### src/sv/sfh_pkg.sv
package sfh_pkg;

  localparam int MAX_QUEUES_DEF = 16;

  localparam logic [15:0] ETHERTYPE_IPV4 = 16'h0800;
  localparam logic [3:0]  IP_VERSION_4   = 4'd4;
  localparam logic [7:0]  PROTO_TCP      = 8'd6;
  localparam logic [7:0]  PROTO_UDP      = 8'd17;

  localparam int KEY_BYTES          = 12;
  localparam int HASH_W             = 32;
  localparam int MIX_STAGES         = KEY_BYTES;
  localparam int MOD_BITS_PER_STAGE = 8;
  localparam int MOD_STAGES         = HASH_W / MOD_BITS_PER_STAGE;
  localparam int PIPE_DEPTH         = 1 + MIX_STAGES + 1 + MOD_STAGES;

  localparam int QIDX_W = 4;

  localparam int              SPLIT_W     = 5;
  localparam logic [SPLIT_W-1:0] SPLIT_RESET = 5'd2;
  localparam int              CFG_ADDR_W  = 3;
  localparam int              CFG_DATA_W  = 32;
  localparam logic            REG_SPLIT_COUNT = 1'b0;

  typedef logic [HASH_W-1:0]      hash_t;
  typedef logic [KEY_BYTES*8-1:0] key_t;

  typedef struct packed {
    logic valid;
    logic hashed;
  } ctl_t;

  // One byte step of the one-at-a-time hash; the byte is taken as a signed char.
  function automatic hash_t oaat_add(hash_t h, logic [7:0] b);
    hash_t x;
    x = h + {{(HASH_W-8){b[7]}}, b};
    x = x + (x << 10);
    x = x ^ (x >> 6);
    return x;
  endfunction

endpackage

### src/sv/sfh_key.sv
module sfh_key (
  input  logic                 clk,
  input  logic                 rst_n,
  input  logic                 valid_i,
  input  logic [15:0]          ether_type_i,
  input  logic [3:0]           ip_version_i,
  input  logic [7:0]           ip_protocol_i,
  input  logic [31:0]          src_addr_i,
  input  logic [31:0]          dst_addr_i,
  input  logic [15:0]          src_port_i,
  input  logic [15:0]          dst_port_i,
  output sfh_pkg::ctl_t        ctl_o,
  output sfh_pkg::key_t        key_o
);

  sfh_pkg::ctl_t ctl_r, ctl_nxt;
  sfh_pkg::key_t key_r, key_nxt;

  logic [31:0] src_swap, dst_swap;
  logic        src_first;
  logic        ports_used;
  logic [31:0] first_a, second_a;
  logic [15:0] first_p, second_p;

  // Addresses are ordered as a little-endian load would see them.
  assign src_swap = {src_addr_i[7:0], src_addr_i[15:8], src_addr_i[23:16], src_addr_i[31:24]};
  assign dst_swap = {dst_addr_i[7:0], dst_addr_i[15:8], dst_addr_i[23:16], dst_addr_i[31:24]};
  assign src_first  = src_swap > dst_swap;
  assign ports_used = (ip_protocol_i == sfh_pkg::PROTO_TCP) ||
                      (ip_protocol_i == sfh_pkg::PROTO_UDP);

  always_comb begin
    first_a  = src_first ? src_addr_i : dst_addr_i;
    second_a = src_first ? dst_addr_i : src_addr_i;
    first_p  = '0;
    second_p = '0;
    if (ports_used) begin
      first_p  = src_first ? src_port_i : dst_port_i;
      second_p = src_first ? dst_port_i : src_port_i;
    end
    key_nxt        = {first_a, second_a, first_p, second_p};
    ctl_nxt.valid  = valid_i;
    ctl_nxt.hashed = (ether_type_i == sfh_pkg::ETHERTYPE_IPV4) &&
                     (ip_version_i == sfh_pkg::IP_VERSION_4);
  end

  always_ff @(posedge clk) begin
    if (!rst_n) begin
      ctl_r <= '0;
    end else begin
      ctl_r <= ctl_nxt;
    end
  end

  always_ff @(posedge clk) begin
    key_r <= key_nxt;
  end

  assign ctl_o = ctl_r;
  assign key_o = key_r;

endmodule

### src/sv/sfh_mix.sv
module sfh_mix (
  input  logic           clk,
  input  logic           rst_n,
  input  sfh_pkg::ctl_t  ctl_i,
  input  sfh_pkg::hash_t h_i,
  input  sfh_pkg::key_t  key_i,
  output sfh_pkg::ctl_t  ctl_o,
  output sfh_pkg::hash_t h_o,
  output sfh_pkg::key_t  key_o
);

  sfh_pkg::ctl_t  ctl_r;
  sfh_pkg::hash_t h_r, h_nxt;
  sfh_pkg::key_t  key_r, key_nxt;

  // The key shifts up one byte per stage, so each stage takes the top byte.
  assign h_nxt   = sfh_pkg::oaat_add(h_i, key_i[sfh_pkg::KEY_BYTES*8-1 -: 8]);
  assign key_nxt = key_i << 8;

  always_ff @(posedge clk) begin
    if (!rst_n) begin
      ctl_r <= '0;
    end else begin
      ctl_r <= ctl_i;
    end
  end

  always_ff @(posedge clk) begin
    h_r   <= h_nxt;
    key_r <= key_nxt;
  end

  assign ctl_o = ctl_r;
  assign h_o   = h_r;
  assign key_o = key_r;

endmodule

### src/sv/sfh_final.sv
module sfh_final (
  input  logic           clk,
  input  logic           rst_n,
  input  sfh_pkg::ctl_t  ctl_i,
  input  sfh_pkg::hash_t h_i,
  output sfh_pkg::ctl_t  ctl_o,
  output sfh_pkg::hash_t h_o
);

  sfh_pkg::ctl_t  ctl_r;
  sfh_pkg::hash_t h_r, h_nxt;
  sfh_pkg::hash_t a, b;

  always_comb begin
    a     = h_i + (h_i << 3);
    b     = a ^ (a >> 11);
    h_nxt = b + (b << 15);
  end

  always_ff @(posedge clk) begin
    if (!rst_n) begin
      ctl_r <= '0;
    end else begin
      ctl_r <= ctl_i;
    end
  end

  always_ff @(posedge clk) begin
    h_r <= h_nxt;
  end

  assign ctl_o = ctl_r;
  assign h_o   = h_r;

endmodule

### src/sv/sfh_mod.sv
module sfh_mod #(
  parameter int MAX_QUEUES = sfh_pkg::MAX_QUEUES_DEF
) (
  input  logic                                 clk,
  input  logic                                 rst_n,
  input  sfh_pkg::ctl_t                        ctl_i,
  input  sfh_pkg::hash_t                       h_i,
  input  logic [$clog2(MAX_QUEUES+1)-1:0]      r_i,
  input  logic [$clog2(MAX_QUEUES+1)-1:0]      n_i,
  output sfh_pkg::ctl_t                        ctl_o,
  output sfh_pkg::hash_t                       h_o,
  output logic [$clog2(MAX_QUEUES+1)-1:0]      r_o
);

  localparam int NW = $clog2(MAX_QUEUES+1);

  sfh_pkg::ctl_t  ctl_r;
  sfh_pkg::hash_t h_r, h_nxt;
  logic [NW-1:0]  r_r, r_nxt;
  logic [NW:0]    t_c;

  // Restoring remainder, one dividend bit per step, most significant first.
  always_comb begin
    h_nxt = h_i;
    r_nxt = r_i;
    t_c   = '0;
    for (int i = 0; i < sfh_pkg::MOD_BITS_PER_STAGE; i++) begin
      t_c   = {r_nxt, h_nxt[sfh_pkg::HASH_W-1]};
      h_nxt = h_nxt << 1;
      if (t_c >= {1'b0, n_i}) begin
        t_c = t_c - {1'b0, n_i};
      end
      r_nxt = t_c[NW-1:0];
    end
  end

  always_ff @(posedge clk) begin
    if (!rst_n) begin
      ctl_r <= '0;
    end else begin
      ctl_r <= ctl_i;
    end
  end

  always_ff @(posedge clk) begin
    h_r <= h_nxt;
    r_r <= r_nxt;
  end

  assign ctl_o = ctl_r;
  assign h_o   = h_r;
  assign r_o   = r_r;

endmodule

### src/sv/symmetric_flow_hash_dispatch.sv
// Maps the header fields of one IPv4 packet to an output queue so that both
// directions of a flow share a queue. A request is taken on every cycle in
// which start is high; busy never rises. The queue appears on out_queue_index
// for one cycle, marked by out_valid; the receiver cannot hold it off. The
// pipeline holds one stage that builds the key, twelve stages that each mix
// one key byte, one finishing stage, and a four-stage remainder unit that
// retires eight hash bits per stage. split_count may only be written while no
// request is in flight.
module symmetric_flow_hash_dispatch #(
  parameter int MAX_QUEUES = sfh_pkg::MAX_QUEUES_DEF
) (
  input  logic                            clk,
  input  logic                            rst_n,
  input  logic                            start,
  output logic                            busy,
  input  logic [15:0]                     in_ether_type,
  input  logic [3:0]                      in_ip_version,
  input  logic [7:0]                      in_ip_protocol,
  input  logic [31:0]                     in_src_addr,
  input  logic [31:0]                     in_dst_addr,
  input  logic [15:0]                     in_src_port,
  input  logic [15:0]                     in_dst_port,
  output logic                            out_valid,
  output logic [sfh_pkg::QIDX_W-1:0]      out_queue_index,
  input  logic                            psel,
  input  logic                            penable,
  input  logic                            pwrite,
  input  logic [sfh_pkg::CFG_ADDR_W-1:0]  paddr,
  input  logic [sfh_pkg::CFG_DATA_W-1:0]  pwdata,
  output logic [sfh_pkg::CFG_DATA_W-1:0]  prdata,
  output logic                            pready
);

  localparam int NW = $clog2(MAX_QUEUES+1);

  logic [sfh_pkg::SPLIT_W-1:0] split_count_r, split_count_nxt;
  logic [NW-1:0]               n_eff;
  logic                        accept;
  logic                        cfg_write;

  sfh_pkg::ctl_t  mix_ctl [sfh_pkg::MIX_STAGES+1];
  sfh_pkg::hash_t mix_h   [sfh_pkg::MIX_STAGES+1];
  sfh_pkg::key_t  mix_key [sfh_pkg::MIX_STAGES+1];

  sfh_pkg::ctl_t  fin_ctl;
  sfh_pkg::hash_t fin_h;

  sfh_pkg::ctl_t  mod_ctl [sfh_pkg::MOD_STAGES+1];
  sfh_pkg::hash_t mod_h   [sfh_pkg::MOD_STAGES+1];
  logic [NW-1:0]  mod_r   [sfh_pkg::MOD_STAGES+1];

  // The pipeline never stalls, so a request is always welcome.
  assign busy   = 1'b0;
  assign accept = start && !busy;

  // Configuration port.
  assign pready    = 1'b1;
  assign cfg_write = psel && penable && pwrite && pready &&
                     (paddr[2] == sfh_pkg::REG_SPLIT_COUNT);

  always_comb begin
    split_count_nxt = split_count_r;
    if (cfg_write) begin
      split_count_nxt = pwdata[sfh_pkg::SPLIT_W-1:0];
    end
  end

  always_ff @(posedge clk) begin
    if (!rst_n) begin
      split_count_r <= sfh_pkg::SPLIT_RESET;
    end else begin
      split_count_r <= split_count_nxt;
    end
  end

  assign prdata = (paddr[2] == sfh_pkg::REG_SPLIT_COUNT) ?
                  sfh_pkg::CFG_DATA_W'(split_count_r) : '0;

  assign n_eff = (32'(split_count_r) > 32'(MAX_QUEUES)) ? NW'(MAX_QUEUES)
                                                         : NW'(split_count_r);

  sfh_key u_key (
    .clk           (clk),
    .rst_n         (rst_n),
    .valid_i       (accept),
    .ether_type_i  (in_ether_type),
    .ip_version_i  (in_ip_version),
    .ip_protocol_i (in_ip_protocol),
    .src_addr_i    (in_src_addr),
    .dst_addr_i    (in_dst_addr),
    .src_port_i    (in_src_port),
    .dst_port_i    (in_dst_port),
    .ctl_o         (mix_ctl[0]),
    .key_o         (mix_key[0])
  );

  assign mix_h[0] = '0;

  for (genvar g = 0; g < sfh_pkg::MIX_STAGES; g++) begin : g_mix
    sfh_mix u_mix (
      .clk   (clk),
      .rst_n (rst_n),
      .ctl_i (mix_ctl[g]),
      .h_i   (mix_h[g]),
      .key_i (mix_key[g]),
      .ctl_o (mix_ctl[g+1]),
      .h_o   (mix_h[g+1]),
      .key_o (mix_key[g+1])
    );
  end

  sfh_final u_final (
    .clk   (clk),
    .rst_n (rst_n),
    .ctl_i (mix_ctl[sfh_pkg::MIX_STAGES]),
    .h_i   (mix_h[sfh_pkg::MIX_STAGES]),
    .ctl_o (fin_ctl),
    .h_o   (fin_h)
  );

  assign mod_ctl[0] = fin_ctl;
  assign mod_h[0]   = fin_h;
  assign mod_r[0]   = '0;

  for (genvar g = 0; g < sfh_pkg::MOD_STAGES; g++) begin : g_mod
    sfh_mod #(
      .MAX_QUEUES (MAX_QUEUES)
    ) u_mod (
      .clk   (clk),
      .rst_n (rst_n),
      .ctl_i (mod_ctl[g]),
      .h_i   (mod_h[g]),
      .r_i   (mod_r[g]),
      .n_i   (n_eff),
      .ctl_o (mod_ctl[g+1]),
      .h_o   (mod_h[g+1]),
      .r_o   (mod_r[g+1])
    );
  end

  // Non-IPv4 packets and a zero queue count both go to queue zero.
  assign out_valid       = mod_ctl[sfh_pkg::MOD_STAGES].valid;
  assign out_queue_index = (mod_ctl[sfh_pkg::MOD_STAGES].hashed && (n_eff != '0)) ?
                           sfh_pkg::QIDX_W'(mod_r[sfh_pkg::MOD_STAGES]) : '0;

  a_fixed_latency: assert property (@(posedge clk) disable iff (!rst_n)
    accept |-> ##(sfh_pkg::PIPE_DEPTH) out_valid)
    else $error("request did not produce a result at the fixed latency");

  a_queue_in_range: assert property (@(posedge clk) disable iff (!rst_n)
    out_valid && (n_eff != '0) |-> 32'(out_queue_index) < 32'(n_eff))
    else $error("queue index not below the queue count");

  a_non_ipv4_zero: assert property (@(posedge clk) disable iff (!rst_n)
    accept && (in_ether_type != sfh_pkg::ETHERTYPE_IPV4)
      |-> ##(sfh_pkg::PIPE_DEPTH) (out_queue_index == '0))
    else $error("non-IPv4 request not sent to queue zero");

endmodule
### config.mk
export PLATFORM = sky130hd
export DESIGN_NAME = symmetric_flow_hash_dispatch
export DESIGN_NICKNAME = d
export VERILOG_FILES = /design/src/sv/sfh_pkg.sv /design/src/sv/sfh_key.sv /design/src/sv/sfh_mix.sv /design/src/sv/sfh_final.sv /design/src/sv/sfh_mod.sv /design/src/sv/symmetric_flow_hash_dispatch.sv
export SDC_FILE = /design/constraint.sdc
export NUM_CORES = 2
export LEC_CHECK = 0
export ABC_AREA = 0
export BUFFER_PORTS_ARGS = -buffer_cell sky130_fd_sc_hd__buf_2
export CORE_UTILIZATION = 50
export CTS_CLUSTER_SIZE = 14
export DETAILED_ROUTE_END_ITERATION = 8
export PLACE_DENSITY = 0.66
export SKIP_LAST_GASP = 1
export SLEW_MARGIN = 20
export SYNTH_ARGS = -nofsm -noshare
export SYNTH_HDL_FRONTEND = slang
export SYNTH_SLANG_ARGS = --single-unit
### constraint.sdc
create_clock -name clk -period 19.9 [get_ports clk]
set_input_delay 1.99 -clock clk [delete_from_list [all_inputs] [get_ports clk]]
set_output_delay 1.99 -clock clk [all_outputs]
set_load 0.005 [all_outputs]
==> run metrics <==
mapped cell area=~63000 um^2; largest area contributor in the netlist=dfxtp_1; vias in the first global route=about 43000; clock insertion delay at the later pin of the skew report=roughly 0.74 ns; DRC Markers=4; vias per cell=roughly 5.3; Die Outline Area=between 100000 and 150000 um^2; mean instance size in the synthesized netlist=~9.7 um^2; Total GRT Usage=approximately a fifth; synthesized-area fraction occupied by and/or/nand/nor cells=about 11%; CTS tree=done; cell with the most instances on the worst path=ha_1; final total negative setup slack=0 ns; Net count, final=~7700; total length of routed wires=approximately 130 mm; run status=finished, violations left; first-pass GRT wire length=211 mm; endpoints failing setup=0; fraction of the mapped netlist area in adder cells=between 10% and 20%; multi-input gate area in the final layout=38600 um^2; pin count of the biggest net entering global routing=67; kind of end point of the critical path=flip-flop; Critical path destination=g_mod[1].u_mod.r_o[4]; proportion of synthesized chip area in sequential cells=36.2%; Async S/R FF share, synth=0%; Site Rows=roughly 130; RSZ-0062 raised after global routing=false; drt pass-1 iters=7; Yosys cell types=90; startpoint types=flip-flop; starting density of the core=between 50% and 60%; count of pins on the block boundary=between 200 and 250; width of the chip=356 um; worst flop-to-flop path startpoint=split_count_r[4]; core area=roughly 120000 um^2; Gate Count Post-Synth=6461; final clock skew=~0.05 ns; total count of hold-check failures in the final report=0; most frequent standard cell in the layout excluding fill and tap cells=dfxtp_1; critical path fanouts, max=27; H-tree levels=3; path length in cells of the critical path=65; global placement routability congestion=~0.89; least setup slack across all paths after layout=about 3.4 ns; synthesis warning total=0; number of max-capacitance violations reported=0; worst max-slew margin expressed relative to the limit=29.4%; Worst Hold Class=flip-flop to flip-flop; data arrival time of the critical path=roughly 17 ns; post-cts hold buffer count=0; xor and xnor area share after synthesis=13.7%; number of I/O port buffers=145; Tightest Pin Transition=1.06 ns; fraction of layout cells with a size suffix above 1=about 6.6%; worst setup slack before clock tree synthesis=3.55 ns; number of max-slew violations in the final report=0; sequential standard cell area=~23000 um^2; failing checks=DRC; combinational family with the most area after synthesis=adder cells; worst flop-to-flop path endpoint=g_mod[1].u_mod.r_o[4]; share of cell area taken by muxes after synthesis=under 10%; Die Span Y=roughly 360 um; CTS Buffer Depth=3; total of cells resized after clock tree synthesis=0; FILL cells=between 10000 and 15000; beginning of the worst hold path=g_mix[1].u_mix.key_o[87]; post-detailed-route wirelength per cell=~15 um; crit path buf inv count=6; leading cell types in the layout, fill and taps excluded=dfxtp_1, ha_1, xnor2_1; area overhead of the layout relative to synthesis=9.93%; antenna-violating nets left=0; number of buffers added by the clock tree synthesis step=about 110; cell type group with the largest total delay on the critical path=compound AO/OA/AOI/OAI gates; Detail Placement HPWL=about 100 mm; fraction of post-synthesis cell area in the top cell type by area=a little over a third; first-iteration detailed-routing DRC count=about 2500; clock period minus final worst setup slack=between 15 and 20 ns; clk root buf=clkbuf_16; clock transition at the registers of the reported paths=0.06 ns; setup slack, reg-to-reg=3.43 ns; Period Utilization, post-route=82.8%; leading cell types by total area after synthesis=dfxtp_1, ha_1, xnor2_1; Remaining Overflow, GRT=0; depth of the worst register-to-register path=65; path type of the worst setup path=flip-flop to flip-flop; EDFF count, synth=0; Critical Path Slowest Stage Cell=a211oi_1; Synth Area in Compound Gates=16.6%; beginning of the critical path=split_count_r[4]; prevailing post-synth register cell=dfxtp_1; Hold Path Cell Cnt=0; number of antenna violations at the first check in global routing=0; required time of the critical path=~20 ns; number of synthesized register bits=roughly 1100; achievable frequency=slightly above 60 MHz; antenna diode instance count=0; Setup Buffers After CTS=0; vias=44655; CTS sink cnt=1132; highest cell delay on the worst timing path=about 0.5 ns
==> worst reg2reg max path, delay by kind of cell (launching register included) <==
kind	cells	cell delay [ns]
AO/OA/AOI/OAI	28	6.30
adder cells (fa/ha/maj)	8	2.74
buffers and inverters	6	1.07
flip-flops	1	0.40
multiplexers	8	2.93
AND/OR/NAND/NOR	15	2.80
==> layout make-up <==
cell class / instances / area share, %
Multi-Input combinational cell: 4977 / 56.0
Sequential cell: 1132 / 32.9
Clock buffer: 148 / 4.54
Tap cell: 1637 / 2.97
Clock inverter: 45 / 0.745
Inverter: 303 / 1.65
Timing Repair Buffer: 155 / 1.16
==> layer usage <==
layer	up-vias	routed length, um	part of all wire [%]	GRT usage, %
li1	23369	-	-	-
met1	20392	63000	49	27.0
met2	697	58500	45	33.7
met3	197	4460	3.5	2.63
met4	0	3150	2.4	5.98
met5	-	0	0	0
==> cells in the mapped netlist (14+ instances only) <==
master	n
a41o_1	14
a21oi_1	481
nand3_1	102
inv_1	303
or3_1	44
a211oi_1	49
o221ai_1	16
o41ai_1	15
mux2i_1	80
a21boi_0	21
o31ai_1	18
xor2_1	422
nand2_1	263
fa_1	56
o21ai_0	287
nor2b_1	104
nand4_1	38
nand2b_1	86
nor4_1	14
a31oi_1	60
dfxtp_1	1132
or2_2	19
o21bai_1	97
nor3_1	125
xnor2_1	541
a211o_1	14
clkbuf_1	38
nor2_1	409
ha_1	802
and3_1	57
buf_4	29
mux2_2	66
a21o_1	240
and2_1	67
o211ai_1	30
o21a_1	92
a2111oi_0	15
==> sequential cells by signal, summed over array words and instances, names as in the netlist <==
name and count:
split_count_r 5, g_mix.u_mix.ctl_o 24, g_mix.u_mix.key_o 528, u_key.key_o 96
u_final.ctl_o 2, g_mix.u_mix.h_o 368, g_mod.u_mod.r_o 19, u_final.h_o 32
u_key.ctl_o 2, g_mod.u_mod.ctl_o 8, g_mod.u_mod.h_o 48
==> metrics by stage <==
step | instances | hold slack [ns] | utilization (%) | cell area, um^2
6_report | 8397 | 0.313 | 55.6 | 68900
5_1_grt | 8397 | 0.317 | 55.6 | 68900
4_1_cts | 8397 | 0.309 | 55.6 | 68900
3_5_place_dp | 8204 | 0.312 | 52.6 | 65200
3_3_place_gp | 8204 | 0.310 | 52.6 | 65200
2_1_floorplan | 6488 | 0.310 | - | 62800
==> worst min path at each step <==
stage                          endpoint  slack, ns
2_1_floorplan  g_mix[0].u_mix.key_o[10]       0.31
3_3_place_gp   g_mix[6].u_mix.key_o[63]       0.31
3_5_place_dp   g_mix[0].u_mix.key_o[31]       0.31
4_1_cts        g_mix[2].u_mix.key_o[42]       0.31
5_1_grt        g_mix[2].u_mix.key_o[42]       0.32
6_report       g_mix[2].u_mix.key_o[95]       0.31
==> logic make-up (layout without fill, tap and decap cells) <==
| kind of cell | after synthesis | after routing |
|---|---|---|
| fa+ha+maj | 858 | 858 |
| mux | 150 | 150 |
| xor+xnor | 970 | 970 |
| compound gates | 1598 | 1598 |
| buf+inv | 379 | 651 |
| flops | 1132 | 1132 |
| other cells | 2 | 29 |
| simple gates | 1372 | 1372 |
Power is left out: the tool's default activity adds up to more than one toggle a clock period on the data nets, which glitch-free logic cannot reach.
